## src/hdl/pidvdt_pkg.sv

```systemverilog
// ============================================================================
// pidvdt_pkg
// Shared widths, constants, types and codes for the variable-step PID core.
// ============================================================================
`default_nettype none

package pidvdt_pkg;

    // Field and datapath widths
    localparam int unsigned DATA_W    = 32;
    localparam int unsigned DT_W      = 24;
    localparam int unsigned ACC_W     = 48;
    localparam int unsigned MUL_AW    = 48;
    localparam int unsigned MUL_BW    = 32;
    localparam int unsigned MUL_PW    = MUL_AW + MUL_BW;
    localparam int unsigned DIV_NW    = 56;
    localparam int unsigned DIV_DW    = 24;
    localparam int unsigned TERM_W    = MUL_PW - 15;
    localparam int unsigned SUM_W     = TERM_W + 1;
    localparam int unsigned NUMK_W    = 43;
    localparam int unsigned CFG_IDX_W = 3;

    // Arithmetic constants (Q16.16 where signed)
    localparam logic signed [DATA_W-1:0] SP_LIMIT  = 32'sd655360;
    localparam logic signed [DATA_W-1:0] DEADBAND  = 32'sd6553;
    localparam logic [DIV_DW-1:0]        US_PER_MS = 24'd1000;

    // Configuration register indexes
    typedef enum logic [CFG_IDX_W-1:0] {
        CFG_PROP  = 3'd0,
        CFG_INTEG = 3'd1,
        CFG_DERIV = 3'd2,
        CFG_UPPER = 3'd3,
        CFG_LOWER = 3'd4
    } t_cfg_idx;

    // Sequencer states
    typedef enum logic [3:0] {
        S_IDLE,
        S_SETUP,
        S_MUL1,
        S_DIV1,
        S_ACC,
        S_LAUNCH2,
        S_DIV2,
        S_MUL3,
        S_SUM,
        S_SAT,
        S_CLAMP,
        S_EMIT
    } t_state;

    // Status of a serial arithmetic unit
    typedef struct packed {
        logic busy;
        logic done;
    } t_unit_stat;

endpackage

`default_nettype wire

```

## src/hdl/pid_controller_variable_dt_core.sv

```systemverilog
// ============================================================================
// pid_controller_variable_dt_core
// PID controller in signed Q16.16 with a per-item time step in microseconds.
// ============================================================================
// The sequencer takes one item at a time through its states; with zero elapsed
// time (drive 0, state kept) it goes from idle straight to the emit state. The
// run time is set by one shared bit-serial divider (two passes: error*dt/1000
// and the derivative quotient) and one shared bit-serial multiplier (four
// passes), with the proportional and integral products overlapped with the
// divides. The emit state waits while the output register holds a result
// that is not taken. The next item is accepted as soon as the sequencer is
// idle, even while the previous result still waits in the output register.
// A configuration write clears the integral and the stored error and must be
// issued only while the block is idle.
// ============================================================================
`default_nettype none

module pid_controller_variable_dt_core (
    input  wire logic                                   i_clk,
    input  wire logic                                   i_rst_n,
    // configuration
    input  wire logic                                   i_cfg_we,
    input  wire logic [pidvdt_pkg::CFG_IDX_W-1:0]       i_cfg_idx,
    input  wire logic [pidvdt_pkg::DATA_W-1:0]          i_cfg_data,
    // input items
    input  wire logic                                   i_in_valid,
    output logic                                        o_in_ready,
    input  wire logic signed [pidvdt_pkg::DATA_W-1:0]   i_setpoint,
    input  wire logic signed [pidvdt_pkg::DATA_W-1:0]   i_measured,
    input  wire logic [pidvdt_pkg::DT_W-1:0]            i_elapsed_us,
    // result items
    output logic                                        o_out_valid,
    input  wire logic                                   i_out_ready,
    output logic signed [pidvdt_pkg::DATA_W-1:0]        o_drive
);

    localparam int unsigned DW   = pidvdt_pkg::DATA_W;
    localparam int unsigned AW   = pidvdt_pkg::ACC_W;
    localparam int unsigned TW   = pidvdt_pkg::DT_W;
    localparam int unsigned MAW  = pidvdt_pkg::MUL_AW;
    localparam int unsigned MBW  = pidvdt_pkg::MUL_BW;
    localparam int unsigned MPW  = pidvdt_pkg::MUL_PW;
    localparam int unsigned DNW  = pidvdt_pkg::DIV_NW;
    localparam int unsigned DDW  = pidvdt_pkg::DIV_DW;
    localparam int unsigned TRW  = pidvdt_pkg::TERM_W;
    localparam int unsigned SW   = pidvdt_pkg::SUM_W;
    localparam int unsigned KW   = pidvdt_pkg::NUMK_W;

    // ------------------------------------------------------------------
    // Registers
    // ------------------------------------------------------------------
    pidvdt_pkg::t_state r_state;
    pidvdt_pkg::t_state n_state;

    logic signed [DW-1:0] r_prop_gain;
    logic signed [DW-1:0] r_integ_gain;
    logic signed [DW-1:0] r_deriv_gain;
    logic signed [DW-1:0] r_out_upper;
    logic signed [DW-1:0] r_out_lower;
    logic signed [AW-1:0] r_acc;
    logic signed [DW-1:0] r_last;

    logic signed [DW-1:0] r_e;
    logic [TW-1:0]        r_dt;
    logic                 r_eneg;
    logic signed [DW:0]   r_diff;
    logic [KW-1:0]        r_k;
    logic [KW-2:0]        r_nmag;
    logic                 r_nneg;
    logic                 r_msgn;
    logic                 r_mterm;
    logic [TRW-1:0]       r_term;
    logic                 r_term_vld;
    logic signed [SW-1:0] r_sum;
    logic signed [DW-1:0] r_r;
    logic signed [DW-1:0] r_res;
    logic                 r_out_vld;
    logic signed [DW-1:0] r_drive;

    // ------------------------------------------------------------------
    // Serial units
    // ------------------------------------------------------------------
    logic                   mul_start;
    logic [MAW-1:0]         mul_a;
    logic [MBW-1:0]         mul_b;
    logic                   mul_sgn;
    logic                   mul_term;
    logic [MPW-1:0]         mul_prod;
    pidvdt_pkg::t_unit_stat mul_stat;

    logic                   div_start;
    logic [DNW-1:0]         div_num;
    logic [DDW-1:0]         div_den;
    logic [DNW-1:0]         div_quot;
    pidvdt_pkg::t_unit_stat div_stat;

    pidvdt_mul #(
        .AW (MAW),
        .BW (MBW)
    ) u_mul (
        .i_clk   (i_clk),
        .i_rst_n (i_rst_n),
        .i_start (mul_start),
        .i_a     (mul_a),
        .i_b     (mul_b),
        .o_prod  (mul_prod),
        .o_stat  (mul_stat)
    );

    pidvdt_div #(
        .NW (DNW),
        .DW (DDW)
    ) u_div (
        .i_clk   (i_clk),
        .i_rst_n (i_rst_n),
        .i_start (div_start),
        .i_num   (div_num),
        .i_den   (div_den),
        .o_quot  (div_quot),
        .o_stat  (div_stat)
    );

    // ------------------------------------------------------------------
    // Combinational datapath pieces
    // ------------------------------------------------------------------
    logic                 in_acc;
    logic                 sp_big;
    logic signed [DW-1:0] sp_f;
    logic [DW:0]          err_w;
    logic [DW-1:0]        e_sat;
    logic [DW-1:0]        abs_e;
    logic [AW-1:0]        abs_acc;
    logic [MBW-1:0]       abs_pg;
    logic [MBW-1:0]       abs_ig;
    logic [MBW-1:0]       abs_dg;
    logic [KW-1:0]        diff_x;
    logic [KW-1:0]        k_val;
    logic [KW-1:0]        abs_k;
    logic [AW:0]          q_sgn;
    logic [AW:0]          acc_sum;
    logic [MPW:0]         prod_x;
    logic [MPW:0]         prod_sgn;
    logic                 sum_hi;
    logic                 sum_lo;
    logic                 in_dead;

    assign in_acc = i_in_valid && o_in_ready;

    always_comb begin
        // Drop out-of-range setpoints, then saturate the error to 32 bits
        sp_big = (i_setpoint >= pidvdt_pkg::SP_LIMIT) || (i_setpoint <= -pidvdt_pkg::SP_LIMIT);
        sp_f   = sp_big ? '0 : i_setpoint;
        err_w  = {sp_f[DW-1], sp_f} - {i_measured[DW-1], i_measured};
        if (err_w[DW] != err_w[DW-1]) begin
            e_sat = err_w[DW] ? {1'b1, {(DW-1){1'b0}}} : {1'b0, {(DW-1){1'b1}}};
        end else begin
            e_sat = err_w[DW-1:0];
        end

        in_dead = (r_e <= pidvdt_pkg::DEADBAND) && (r_e >= -pidvdt_pkg::DEADBAND);

        // Magnitudes feeding the unsigned serial units
        abs_e   = r_e[DW-1] ? (DW'(0) - r_e) : r_e;
        abs_acc = r_acc[AW-1] ? (AW'(0) - r_acc) : r_acc;
        abs_pg  = r_prop_gain[DW-1]  ? (MBW'(0) - r_prop_gain)  : r_prop_gain;
        abs_ig  = r_integ_gain[DW-1] ? (MBW'(0) - r_integ_gain) : r_integ_gain;
        abs_dg  = r_deriv_gain[DW-1] ? (MBW'(0) - r_deriv_gain) : r_deriv_gain;

        // Error change times 1000 as shifts: 1024 - 32 + 8
        diff_x = {{(KW-DW-1){r_diff[DW]}}, r_diff};
        k_val  = (diff_x << 10) - (diff_x << 5) + (diff_x << 3);
        abs_k  = r_k[KW-1] ? (KW'(0) - r_k) : r_k;

        // Signed integral increment and saturating accumulate
        q_sgn   = r_eneg ? ((AW+1)'(0) - {2'b00, div_quot[AW-2:0]})
                         : {2'b00, div_quot[AW-2:0]};
        acc_sum = {r_acc[AW-1], r_acc} + q_sgn;

        // Apply the product sign; the shift right by 16 is a floor
        prod_x   = {1'b0, mul_prod};
        prod_sgn = r_msgn ? ((MPW+1)'(0) - prod_x) : prod_x;

        // Detect 32-bit overflow of the weighted sum
        sum_hi = !r_sum[SW-1] && (r_sum[SW-2:DW-1] != '0);
        sum_lo =  r_sum[SW-1] && (r_sum[SW-2:DW-1] != '1);
    end

    // ------------------------------------------------------------------
    // Sequencer
    // ------------------------------------------------------------------
    always_ff @(posedge i_clk) begin
        if (!i_rst_n) begin
            r_state <= pidvdt_pkg::S_IDLE;
        end else begin
            r_state <= n_state;
        end
    end

    always_comb begin
        n_state   = r_state;
        mul_start = 1'b0;
        mul_a     = {{(MAW-DW){1'b0}}, abs_e};
        mul_b     = {{(MBW-TW){1'b0}}, r_dt};
        mul_sgn   = 1'b0;
        mul_term  = 1'b0;
        div_start = 1'b0;
        div_num   = mul_prod[DNW-1:0];
        div_den   = pidvdt_pkg::US_PER_MS;
        case (r_state)
            pidvdt_pkg::S_IDLE: begin
                if (in_acc) begin
                    n_state = (i_elapsed_us == '0) ? pidvdt_pkg::S_EMIT : pidvdt_pkg::S_SETUP;
                end
            end
            pidvdt_pkg::S_SETUP: begin
                // |e| * dt
                mul_start = 1'b1;
                n_state   = pidvdt_pkg::S_MUL1;
            end
            pidvdt_pkg::S_MUL1: begin
                if (mul_stat.done) begin
                    // |e|*dt / 1000 alongside the proportional product
                    div_start = 1'b1;
                    mul_start = 1'b1;
                    mul_b     = abs_pg;
                    mul_sgn   = r_e[DW-1] ^ r_prop_gain[DW-1];
                    mul_term  = 1'b1;
                    n_state   = pidvdt_pkg::S_DIV1;
                end
            end
            pidvdt_pkg::S_DIV1: begin
                if (div_stat.done) begin
                    n_state = pidvdt_pkg::S_ACC;
                end
            end
            pidvdt_pkg::S_ACC: begin
                n_state = pidvdt_pkg::S_LAUNCH2;
            end
            pidvdt_pkg::S_LAUNCH2: begin
                // Derivative quotient alongside the integral product
                div_start = 1'b1;
                div_num   = {{(DNW-KW+1){1'b0}}, r_nmag};
                div_den   = r_dt;
                mul_start = 1'b1;
                mul_a     = abs_acc;
                mul_b     = abs_ig;
                mul_sgn   = r_acc[AW-1] ^ r_integ_gain[DW-1];
                mul_term  = 1'b1;
                n_state   = pidvdt_pkg::S_DIV2;
            end
            pidvdt_pkg::S_DIV2: begin
                if (div_stat.done) begin
                    mul_start = 1'b1;
                    mul_a     = div_quot[MAW-1:0];
                    mul_b     = abs_dg;
                    mul_sgn   = r_nneg ^ r_deriv_gain[DW-1];
                    mul_term  = 1'b1;
                    n_state   = pidvdt_pkg::S_MUL3;
                end
            end
            pidvdt_pkg::S_MUL3: begin
                if (mul_stat.done) begin
                    n_state = pidvdt_pkg::S_SUM;
                end
            end
            pidvdt_pkg::S_SUM: begin
                n_state = pidvdt_pkg::S_SAT;
            end
            pidvdt_pkg::S_SAT: begin
                n_state = pidvdt_pkg::S_CLAMP;
            end
            pidvdt_pkg::S_CLAMP: begin
                n_state = pidvdt_pkg::S_EMIT;
            end
            pidvdt_pkg::S_EMIT: begin
                if (!r_out_vld || i_out_ready) begin
                    n_state = pidvdt_pkg::S_IDLE;
                end
            end
            default: begin
                n_state = pidvdt_pkg::S_IDLE;
            end
        endcase
    end

    assign o_in_ready = (r_state == pidvdt_pkg::S_IDLE);

    // ------------------------------------------------------------------
    // Configuration and controller state
    // ------------------------------------------------------------------
    always_ff @(posedge i_clk) begin
        if (!i_rst_n) begin
            r_prop_gain  <= '0;
            r_integ_gain <= '0;
            r_deriv_gain <= '0;
            r_out_upper  <= '0;
            r_out_lower  <= '0;
            r_acc        <= '0;
            r_last       <= '0;
        end else begin
            if (i_cfg_we) begin
                case (i_cfg_idx)
                    pidvdt_pkg::CFG_PROP:  r_prop_gain  <= i_cfg_data;
                    pidvdt_pkg::CFG_INTEG: r_integ_gain <= i_cfg_data;
                    pidvdt_pkg::CFG_DERIV: r_deriv_gain <= i_cfg_data;
                    pidvdt_pkg::CFG_UPPER: r_out_upper  <= i_cfg_data;
                    pidvdt_pkg::CFG_LOWER: r_out_lower  <= i_cfg_data;
                    default: ;
                endcase
                // Any known register clears the loop state
                if (i_cfg_idx <= pidvdt_pkg::CFG_LOWER) begin
                    r_acc  <= '0;
                    r_last <= '0;
                end
            end
            if (r_state == pidvdt_pkg::S_SETUP) begin
                r_last <= r_e;
                if (in_dead) begin
                    r_acc <= '0;
                end
            end
            // Saturating integral update
            if (r_state == pidvdt_pkg::S_ACC) begin
                if (acc_sum[AW] != acc_sum[AW-1]) begin
                    r_acc <= acc_sum[AW] ? {1'b1, {(AW-1){1'b0}}} : {1'b0, {(AW-1){1'b1}}};
                end else begin
                    r_acc <= acc_sum[AW-1:0];
                end
            end
        end
    end

    // ------------------------------------------------------------------
    // Control flags of the term path and the output register
    // ------------------------------------------------------------------
    always_ff @(posedge i_clk) begin
        if (!i_rst_n) begin
            r_mterm    <= 1'b0;
            r_term_vld <= 1'b0;
            r_out_vld  <= 1'b0;
        end else begin
            if (mul_start) begin
                r_mterm <= mul_term;
            end
            r_term_vld <= mul_stat.done && r_mterm;
            if ((r_state == pidvdt_pkg::S_EMIT) && (!r_out_vld || i_out_ready)) begin
                r_out_vld <= 1'b1;
            end else if (i_out_ready) begin
                r_out_vld <= 1'b0;
            end
        end
    end

    // ------------------------------------------------------------------
    // Datapath registers
    // ------------------------------------------------------------------
    always_ff @(posedge i_clk) begin
        // Capture the item
        if (in_acc) begin
            r_e   <= e_sat;
            r_dt  <= i_elapsed_us;
            r_res <= '0;
        end
        if (r_state == pidvdt_pkg::S_SETUP) begin
            r_eneg <= r_e[DW-1];
            r_diff <= {r_e[DW-1], r_e} - {r_last[DW-1], r_last};
            r_sum  <= '0;
        end
        if (r_state == pidvdt_pkg::S_MUL1) begin
            r_k <= k_val;
        end
        if (r_state == pidvdt_pkg::S_DIV1) begin
            r_nmag <= abs_k[KW-2:0];
            r_nneg <= r_k[KW-1];
        end
        if (mul_start) begin
            r_msgn <= mul_sgn;
        end
        // Hold each signed, floored gain product, then add it in
        if (mul_stat.done && r_mterm) begin
            r_term <= prod_sgn[MPW:16];
        end
        if (r_term_vld) begin
            r_sum <= r_sum + {r_term[TRW-1], r_term};
        end
        if (r_state == pidvdt_pkg::S_SAT) begin
            r_r <= sum_hi ? {1'b0, {(DW-1){1'b1}}} :
                   sum_lo ? {1'b1, {(DW-1){1'b0}}} : r_sum[DW-1:0];
        end
        // Upper bound is tested first
        if (r_state == pidvdt_pkg::S_CLAMP) begin
            r_res <= (r_r > r_out_upper) ? r_out_upper :
                     (r_r < r_out_lower) ? r_out_lower : r_r;
        end
        if ((r_state == pidvdt_pkg::S_EMIT) && (!r_out_vld || i_out_ready)) begin
            r_drive <= r_res;
        end
    end

    assign o_out_valid = r_out_vld;
    assign o_drive     = r_drive;

    // ------------------------------------------------------------------
    // Assertions
    // ------------------------------------------------------------------
    a_idle_units_quiet: assert property (@(posedge i_clk) disable iff (!i_rst_n)
        (r_state == pidvdt_pkg::S_IDLE) |-> (!mul_stat.busy && !div_stat.busy))
        else $error("serial unit still running while sequencer idle");

    a_mul_no_restart: assert property (@(posedge i_clk) disable iff (!i_rst_n)
        mul_start |-> !mul_stat.busy)
        else $error("multiplier restarted while busy");

    a_div_no_restart: assert property (@(posedge i_clk) disable iff (!i_rst_n)
        div_start |-> !div_stat.busy)
        else $error("divider restarted while busy");

    a_div_done_state: assert property (@(posedge i_clk) disable iff (!i_rst_n)
        div_stat.done |-> (r_state == pidvdt_pkg::S_DIV1 || r_state == pidvdt_pkg::S_DIV2))
        else $error("divider finished outside a divide wait state");

endmodule

`default_nettype wire

```

## src/hdl/pidvdt_mul.sv

```systemverilog
// ============================================================================
// pidvdt_mul
// Bit-serial unsigned shift-add multiplier, one multiplier bit per cycle.
// ============================================================================
`default_nettype none

module pidvdt_mul #(
    parameter int unsigned AW = 48,
    parameter int unsigned BW = 32
) (
    input  wire logic                   i_clk,
    input  wire logic                   i_rst_n,
    input  wire logic                   i_start,
    input  wire logic [AW-1:0]          i_a,
    input  wire logic [BW-1:0]          i_b,
    output logic [AW+BW-1:0]            o_prod,
    output pidvdt_pkg::t_unit_stat      o_stat
);

    localparam int unsigned PW = AW + BW;
    localparam int unsigned CW = $clog2(BW + 1);

    logic [PW-1:0] r_prod;
    logic [AW-1:0] r_a;
    logic [CW-1:0] r_cnt;
    logic          r_busy;
    logic          r_done;
    logic [AW:0]   step_sum;

    // Add the multiplicand into the upper half when the current bit is set
    always_comb begin
        step_sum = {1'b0, r_prod[PW-1:BW]} + (r_prod[0] ? {1'b0, r_a} : {(AW+1){1'b0}});
    end

    // Control: count the multiplier bits
    always_ff @(posedge i_clk) begin
        if (!i_rst_n) begin
            r_busy <= 1'b0;
            r_done <= 1'b0;
            r_cnt  <= '0;
        end else begin
            r_done <= 1'b0;
            if (i_start) begin
                r_busy <= 1'b1;
                r_cnt  <= CW'(BW);
            end else if (r_busy) begin
                r_cnt <= r_cnt - 1'b1;
                if (r_cnt == CW'(1)) begin
                    r_busy <= 1'b0;
                    r_done <= 1'b1;
                end
            end
        end
    end

    // Data: load operands, then shift right one bit per cycle
    always_ff @(posedge i_clk) begin
        if (i_start) begin
            r_prod <= {{AW{1'b0}}, i_b};
            r_a    <= i_a;
        end else if (r_busy) begin
            r_prod <= {step_sum, r_prod[BW-1:1]};
        end
    end

    assign o_prod      = r_prod;
    assign o_stat.busy = r_busy;
    assign o_stat.done = r_done;

endmodule

`default_nettype wire

```

## src/hdl/pidvdt_div.sv

```systemverilog
// ============================================================================
// pidvdt_div
// Bit-serial unsigned restoring divider, one quotient bit per cycle.
// ============================================================================
`default_nettype none

module pidvdt_div #(
    parameter int unsigned NW = 56,
    parameter int unsigned DW = 24
) (
    input  wire logic                   i_clk,
    input  wire logic                   i_rst_n,
    input  wire logic                   i_start,
    input  wire logic [NW-1:0]          i_num,
    input  wire logic [DW-1:0]          i_den,
    output logic [NW-1:0]               o_quot,
    output pidvdt_pkg::t_unit_stat      o_stat
);

    localparam int unsigned CW = $clog2(NW + 1);

    logic [NW-1:0] r_q;
    logic [DW-1:0] r_rem;
    logic [DW-1:0] r_den;
    logic [CW-1:0] r_cnt;
    logic          r_busy;
    logic          r_done;
    logic [DW:0]   trial;
    logic [DW:0]   trial_sub;
    logic          fits;

    // Bring down the next dividend bit and try the subtraction
    always_comb begin
        trial     = {r_rem, r_q[NW-1]};
        trial_sub = trial - {1'b0, r_den};
        fits      = (trial >= {1'b0, r_den});
    end

    // Control: count the quotient bits
    always_ff @(posedge i_clk) begin
        if (!i_rst_n) begin
            r_busy <= 1'b0;
            r_done <= 1'b0;
            r_cnt  <= '0;
        end else begin
            r_done <= 1'b0;
            if (i_start) begin
                r_busy <= 1'b1;
                r_cnt  <= CW'(NW);
            end else if (r_busy) begin
                r_cnt <= r_cnt - 1'b1;
                if (r_cnt == CW'(1)) begin
                    r_busy <= 1'b0;
                    r_done <= 1'b1;
                end
            end
        end
    end

    // Data: dividend shifts out the top while quotient bits shift in
    always_ff @(posedge i_clk) begin
        if (i_start) begin
            r_q   <= i_num;
            r_rem <= '0;
            r_den <= i_den;
        end else if (r_busy) begin
            r_q   <= {r_q[NW-2:0], fits};
            r_rem <= fits ? trial_sub[DW-1:0] : trial[DW-1:0];
        end
    end

    assign o_quot      = r_q;
    assign o_stat.busy = r_busy;
    assign o_stat.done = r_done;

endmodule

`default_nettype wire

```

## config.mk

```make
export PLATFORM = sky130hd
export DESIGN_NAME = pid_controller_variable_dt_core
export DESIGN_NICKNAME = d
export VERILOG_FILES = /design/src/hdl/pidvdt_pkg.sv /design/src/hdl/pid_controller_variable_dt_core.sv /design/src/hdl/pidvdt_mul.sv /design/src/hdl/pidvdt_div.sv
export SDC_FILE = /design/constraint.sdc
export NUM_CORES = 2
export LEC_CHECK = 0
export ABC_AREA = 1
export BUFFER_PORTS_ARGS = -buffer_cell sky130_fd_sc_hd__buf_4
export CORE_MARGIN = 4
export CORE_UTILIZATION = 25
export DETAILED_ROUTE_END_ITERATION = 7
export HOLD_SLACK_MARGIN = 0.03
export PLACE_DENSITY = 0.5
export REMOVE_ABC_BUFFERS = 1
export SLEW_MARGIN = 0
export SYNTH_ARGS = -nofsm -noshare
export SYNTH_HDL_FRONTEND = slang
export SYNTH_SLANG_ARGS = --single-unit
```

## constraint.sdc

```tcl
create_clock -name i_clk -period 6.2 [get_ports i_clk]
set_input_delay 0.62 -clock i_clk [delete_from_list [all_inputs] [get_ports i_clk]]
set_output_delay 0.62 -clock i_clk [all_outputs]
set_load 0.005 [all_outputs]
```

# == After elaboration in Yosys (flattened, before gate mapping) ==
# Index checks and enable logic that the tools add are counted.
# word_totals
word_cells,200
register_bits,899
# op_classes
reduce_logical,33
n_addsub,18
n_eq_ne,26
magnitude_cmp,8
bitwise,6
n_mux,70
# op_table
operator,n
2-to-1 mux 32 bit,19
2-to-1 mux 48 bit,10
2-to-1 mux 56 bit,3
2-to-1 mux 66 bit,2
"subtractor 1 x 32 -> 32 bit, first input constant",4
case mux 32 bit (3 select lines),1
case mux 48 bit (2 select lines),1
"subtractor 1 x 80 -> 81 bit, first input constant",1
2-to-1 mux 80 bit,1
adder 66 bit,1
subtractor 32 x 32 -> 33 bit,2
adder 48 x 48 -> 49 bit,1
adder 49 bit,1
2-to-1 mux 49 bit,1
case mux 4 bit (12 select lines),1
"subtractor 1 x 47 -> 48 bit, first input constant",1
"subtractor 1 x 48 -> 48 bit, first input constant",1
adder 43 bit,1
subtractor 43 bit,1
2-to-1 mux 42 bit,1
"subtractor 1 x 42 -> 42 bit, first input constant",1
"!= test 34 bit, second input constant",1
nonzero test 34 bit,1
">= comparator 32 x 14 -> 1 bit, second input constant",1
other kinds (38),103

# == Longest topological paths before layout ==
# logic_depth
depth_word,6
ltp_mapped,30
ltp_nobuf,29

# == Cells and area by module ==
# Synthesis repeated with hierarchy kept, for this count alone.
# hier_totals
cells_unflattened,9536
area_unflattened_um2,66530.1
# by_module_without_submodules
mod,instances,area_per_inst_um2,seq_area_each_um2,cells_per_inst
pid_controller_variable_dt_core,1,50566.0,16896.2,7220
pidvdt_mul,1,9447.8,3523.4,1450
pidvdt_div,1,6516.2,3042.9,866

# == Least setup slack after synthesis ==
# Ideal clock, no wire load.
# synth_path
path_kind,reg2reg
from,register r_state[1]
to,register u_div.r_q[0] (netlist: u_div.o_quot[0]) (enable)
setup_ns,0.412
stages_incl_launch_ff,9
arrival_ns,3.330
required_ns,5.788
setup_slack_ns,2.458
synth_period_minus_slack_ns,3.742
path_buffers,0
path_cell_list,dfxtp_1 -> inv_1 -> nor2_1 -> inv_2 -> nor2_2 -> nand2_2 -> nand2_2 -> nor2_1 -> inv_1
# synth_via
elab_chain_len,3
elab_cells_between_ends,4
# synth_rtl
item,line,rtl
"start, declared",pid_controller_variable_dt_core.sv:52,pidvdt_pkg::t_state r_state;
"start signal, assigned",pid_controller_variable_dt_core.sv:193,r_state <= pidvdt_pkg::S_IDLE;
"start signal, assigned",pid_controller_variable_dt_core.sv:195,r_state <= n_state;
== test 4 x 3 -> 1 bit / == test 4 x 2 -> 1 bit (equally long branches),pid_controller_variable_dt_core.sv:209,case (r_state)
case mux 1 bit (2 select lines) (*),pid_controller_variable_dt_core.sv:209,
nonzero test 2 bit (no line) (*),n/a,
"end signal, assigned",pidvdt_div.sv:63,r_q <= i_num;
"end signal, assigned",pidvdt_div.sv:67,"r_q <= {r_q[NW-2:0], fits};"
"end, declared",pidvdt_div.sv:22,logic [NW-1:0] r_q;
# Mark *: on every way between the ends. The rest lies on a longest branch, timed or not.
# A chain may end at the register's enable or synchronous reset.

# == Worst setup path in the final report ==
# layout_path
from,register u_div.r_q[0] (netlist: u_div.o_quot[0])
to,register r_acc[38]
# layout_via
elab_chain_len,6
elab_cells_between_ends,7
# layout_rtl
item,line,rtl
subtractor 1 x 47 -> 48 bit,pid_controller_variable_dt_core.sv:175,"q_sgn = r_eneg ? ((AW+1)'(0) - {2'b00, div_quot[AW-2:0]})"
2-to-1 mux 49 bit (*),pid_controller_variable_dt_core.sv:175,
adder 49 bit (*),pid_controller_variable_dt_core.sv:177,"acc_sum = {r_acc[AW-1], r_acc} + q_sgn;"
2-to-1 mux 48 bit / != test 1 bit (equally long branches),"pid_controller_variable_dt_core.sv:325, pid_controller_variable_dt_core.sv:324",
2-to-1 mux 48 bit (*),pid_controller_variable_dt_core.sv:324,if (acc_sum[AW] != acc_sum[AW-1]) begin
2-to-1 mux 48 bit (*),pid_controller_variable_dt_core.sv:323,if (r_state == pidvdt_pkg::S_ACC) begin
"end signal, assigned",pid_controller_variable_dt_core.sv:325,"r_acc <= acc_sum[AW] ? {1'b1, {(AW-1){1'b0}}} : {1'b0, {(AW-1){1'b1}}};"
"end signal, assigned",pid_controller_variable_dt_core.sv:327,r_acc <= acc_sum[AW-1:0];
"end, declared",pid_controller_variable_dt_core.sv:60,logic signed [AW-1:0] r_acc;
# Marked as above.

==> metrics <==
status finished clean; worst-skew pair later-pin latency around 0.8 ns; routed via count 61620; Starting Density 0.2510; 1st-iter DRT viols about 5600; Worst R2R Setup Slack between 0.6 and 0.7 ns; Tcrit/Tclk final 0.8977; Least-Margin Pin Slew roughly 1.1 ns; final WL 246900 um; sinks on the clock net between 800 and 900; static leakage ~32 nW; Final Non-Filler Cells roughly 13000; Pwr Density approximately 490 mW/mm^2; kind of critical path flip-flop to flip-flop; crit-path max FO 34; placed cells ~12000; Mapped Cells ~9000; Antenna Nets Post-Route 0; combinational power share 0.538; top area cells in the synthesized netlist edfxtp_1 26%, nand2_1 10%, dfxtp_1 10%, inv_1 7.8%, ha_1 7.2%; power share of the sequential group 0.279; post-synthesis cell type count 73; Post-CTS Setup Bufs 0; first-pass GRT wire length 372300 um; IO Port Bufs ~160; Critical Path AT approximately 6 ns; setup TNS 0 ns; Area Overhead vs Synth 13.55%; largest net degree at the start of global routing 74; CTS tree done; Final Max Slew Viols 0; vias in the first global route 59890; nets a little under 10000; #FFs+latches synth ~890; fmax between 150 and 200 MHz; Synth Flop Type edfxtp_1; I/O pin count between 150 and 200; Worst Path Required 6.81 ns; # setup viols final 0; row count between 150 and 200; most common cell in the synthesized netlist nand2_1; initial antenna violation count 4; die width between 500 and 600 um; Int Power between 15 and 20 mW; Final WS setup approximately 0.63 ns; hpwl dp around 200000 um; grt ovf 0; Post-synth EDFFs around 560; Clock Skew about 0.058 ns; Post-synth top cells 1797 x nand2_1, 1345 x inv_1, 1093 x nor2_1, 758 x a21oi_1, 576 x o21ai_0; max-cap viol count 0; Root Buffer clkbuf_16; Mean Syn Cell Area approximately 7.2 um^2; Tot GR Track Use 0.1775; H-tree Lvls 3; Residual DRC 0; switching share of power 0.4929; fin area around 0.074 mm^2; Fillers about 28000; dpl cell area ~0.07 mm^2; Hold Crit Class primary input to flip-flop; Rel. slew slack 0.2517; clock buffer count from CTS ~110; Place WS around 0.81 ns; Mapped Area around 0.065 mm^2; core area about 0.26 mm^2; Die H between 500 and 600 um; Min Clock Period, post-route 5.566 ns; Post-CTS Resized 0; Placer Congestion around 0.96; Max VDD drop approximately 0.28 mV; wire length per cell around 20 um; clock-pin slew on the worst setup and hold paths 0.07 ns; asr flop ratio synth 0; Die Area 0.2685 mm^2; Clock Power Share 0.183; layout cells sized above 1 0.06588; Synth warnings 0; Synth area leader edfxtp_1; RSZ-0062 raised after global routing no; P_sw between 15 and 20 mW; Seq/Total Area, Yosys 0.3606; Critical Path Start Type flip-flop; count of final hold-check violations 0; Critical Path Sink Type flip-flop; Via density roughly 4.9; clock buffer depth 3; DRT Pass-1 Iters 8; top cell type's share of synthesized area 0.2575
==> cells by family (layout without fill, tap and decap cells) <==
family / after synthesis / in the layout / share of synthesized area
other: 0 / 2 / 0
DFF: 893 / 893 / 0.3606
adders and majority gates: 410 / 410 / 0.08265
AOI/OAI and AO/OA: 1856 / 1856 / 0.1604
and+or+nand+nor: 3836 / 3836 / 0.2499
buffers and inverters: 1628 / 1836 / 0.09690
xor gates and xnor gates: 368 / 368 / 0.04965
==> per-stage QoR <==
step | power, mW | utilization | hold slack (ns)
after CTS | 35.83 | 0.2850 | 0.03056
final | 35.83 | 0.2850 | 0.09339
after detailed placement | 29.09 | 0.2700 | 0.4045
after floorplan | 22.39 | - | 0.4003
after global routing | 38.54 | 0.2850 | 0.04717
after global placement | 29.07 | 0.2700 | 0.4013
==> layout by cell type, fill, tap and decap left out, types with 12 or more instances in the layout <==
master / count
nand2_1: 1796
inv_1: 1341
nor2_1: 1088
a21oi_1: 758
o21ai_0: 576
edfxtp_1: 558
nand3_1: 387
ha_1: 377
dfxtp_1: 333
xor2_1: 279
buf_4: 225
nand4_1: 186
nor3_1: 138
clkbuf_16: 108
xnor2_1: 88
nor4_1: 78
o21ai_1: 65
a31oi_1: 65
o22ai_1: 61
o21bai_1: 56
o221ai_1: 50
o211ai_1: 46
a21o_1: 44
inv_2: 39
or2_2: 33
nor2_2: 33
fa_1: 33
nand2_2: 24
dlygate4sd3_1: 23
o21a_1: 22
clkinvlp_4: 19
clkbuf_1: 16
nor2_4: 14
a21boi_0: 14
o21ai_2: 14
clkinv_1: 14
o31ai_1: 13
o2111ai_1: 13
a21oi_2: 13
nand3b_1: 12
==> critical path, stage by stage (launching register included) <==
cell	delay, ns
edfxtp_1	0.43
inv_1	0.12
ha_1	0.17
nand3_1	0.17
inv_1	0.12
nand2_1	0.11
nor2_1	0.19
nand3_1	0.10
nor2_1	0.27
nand4_1	0.13
o21ai_0	0.47
o21ai_0	0.22
xor2_1	0.46
ha_1	0.39
nand2_1	0.13
inv_2	0.06
nand2_1	0.06
nand2_1	0.06
nand2_1	0.06
nand2_1	0.04
a21oi_1	0.25
nand4_2	0.14
nand2_2	0.13
nand2_2	0.26
nand2_4	0.46
inv_1	0.15
a21oi_2	0.17
nor2_2	0.04
==> routing by layer <==
metal  vias to the layer above  part of all wire  track usage
li1                      30210                 -            -
met1                     29130              0.46       0.2442
met2                      1929              0.45       0.2910
met3                       346             0.054      0.02024
met4                         4             0.033      0.05399
met5                         -           0.00013            0
==> power by group through the flow <==
stage / Combinational (mW) / Clock [mW] / Sequential, mW
finish: 19.3 / 6.56 / 9.99
global route: 21.4 / 6.97 / 10.1
CTS: 19.1 / 6.75 / 9.98
detailed placement: 19.0 / 0 / 10.1
global placement: 19.0 / 0 / 10.1
floorplan: 12.8 / 0 / 9.57
==> registers in the layout (all words and copies together) (netlist names), 32 cells and up <==
signal,cells
u_mul.o_prod,80
r_sum,66
r_term,65
r_integ_gain,32
r_k,40
r_r,32
r_deriv_gain,32
r_e,32
u_div.o_quot,56
r_out_upper,32
r_res,32
u_mul.r_a,48
r_out_lower,32
r_acc,48
r_diff,33
r_last,32
r_prop_gain,32
r_nmag,39
o_drive,32
==> cell type report <==
type | instances | area, um^2 | share of cell area
multi-input combinational | 6470 | 35380 | 0.4788
clock inverter | 75 | 838.3 | 0.01135
tap | 3402 | 4257 | 0.05761
timing repair buffer | 248 | 1919 | 0.02598
sequential | 893 | 23470 | 0.3176
clock buffer | 128 | 2818 | 0.03814
inverter | 1385 | 5202 | 0.07041
antenna | 2 | 5.005 | 0.00006774
==> timing repair <==
item | 4_1_cts | 5_1_grt
endpoints found under the setup margin | 0 | 0
hold buffers | 23 | 0
hold endpoints to repair | 23 | 0
==> final timing paths <==
path / end / startpoint / depth (start not counted)
max reg2reg: r_acc[38]$_SDFF_PN0_ / u_div.o_quot[0]$_DFFE_PP_ / 27
min reg2reg: o_drive[18]$_DFFE_PP_ / r_res[18]$_SDFFCE_PN0P_ / 0
min: r_dt[20]$_DFFE_PP_ / i_elapsed_us[20] / 1
max: r_acc[38]$_SDFF_PN0_ / u_div.o_quot[0]$_DFFE_PP_ / 27
Note: power is estimated with default switching activity, not from simulation.
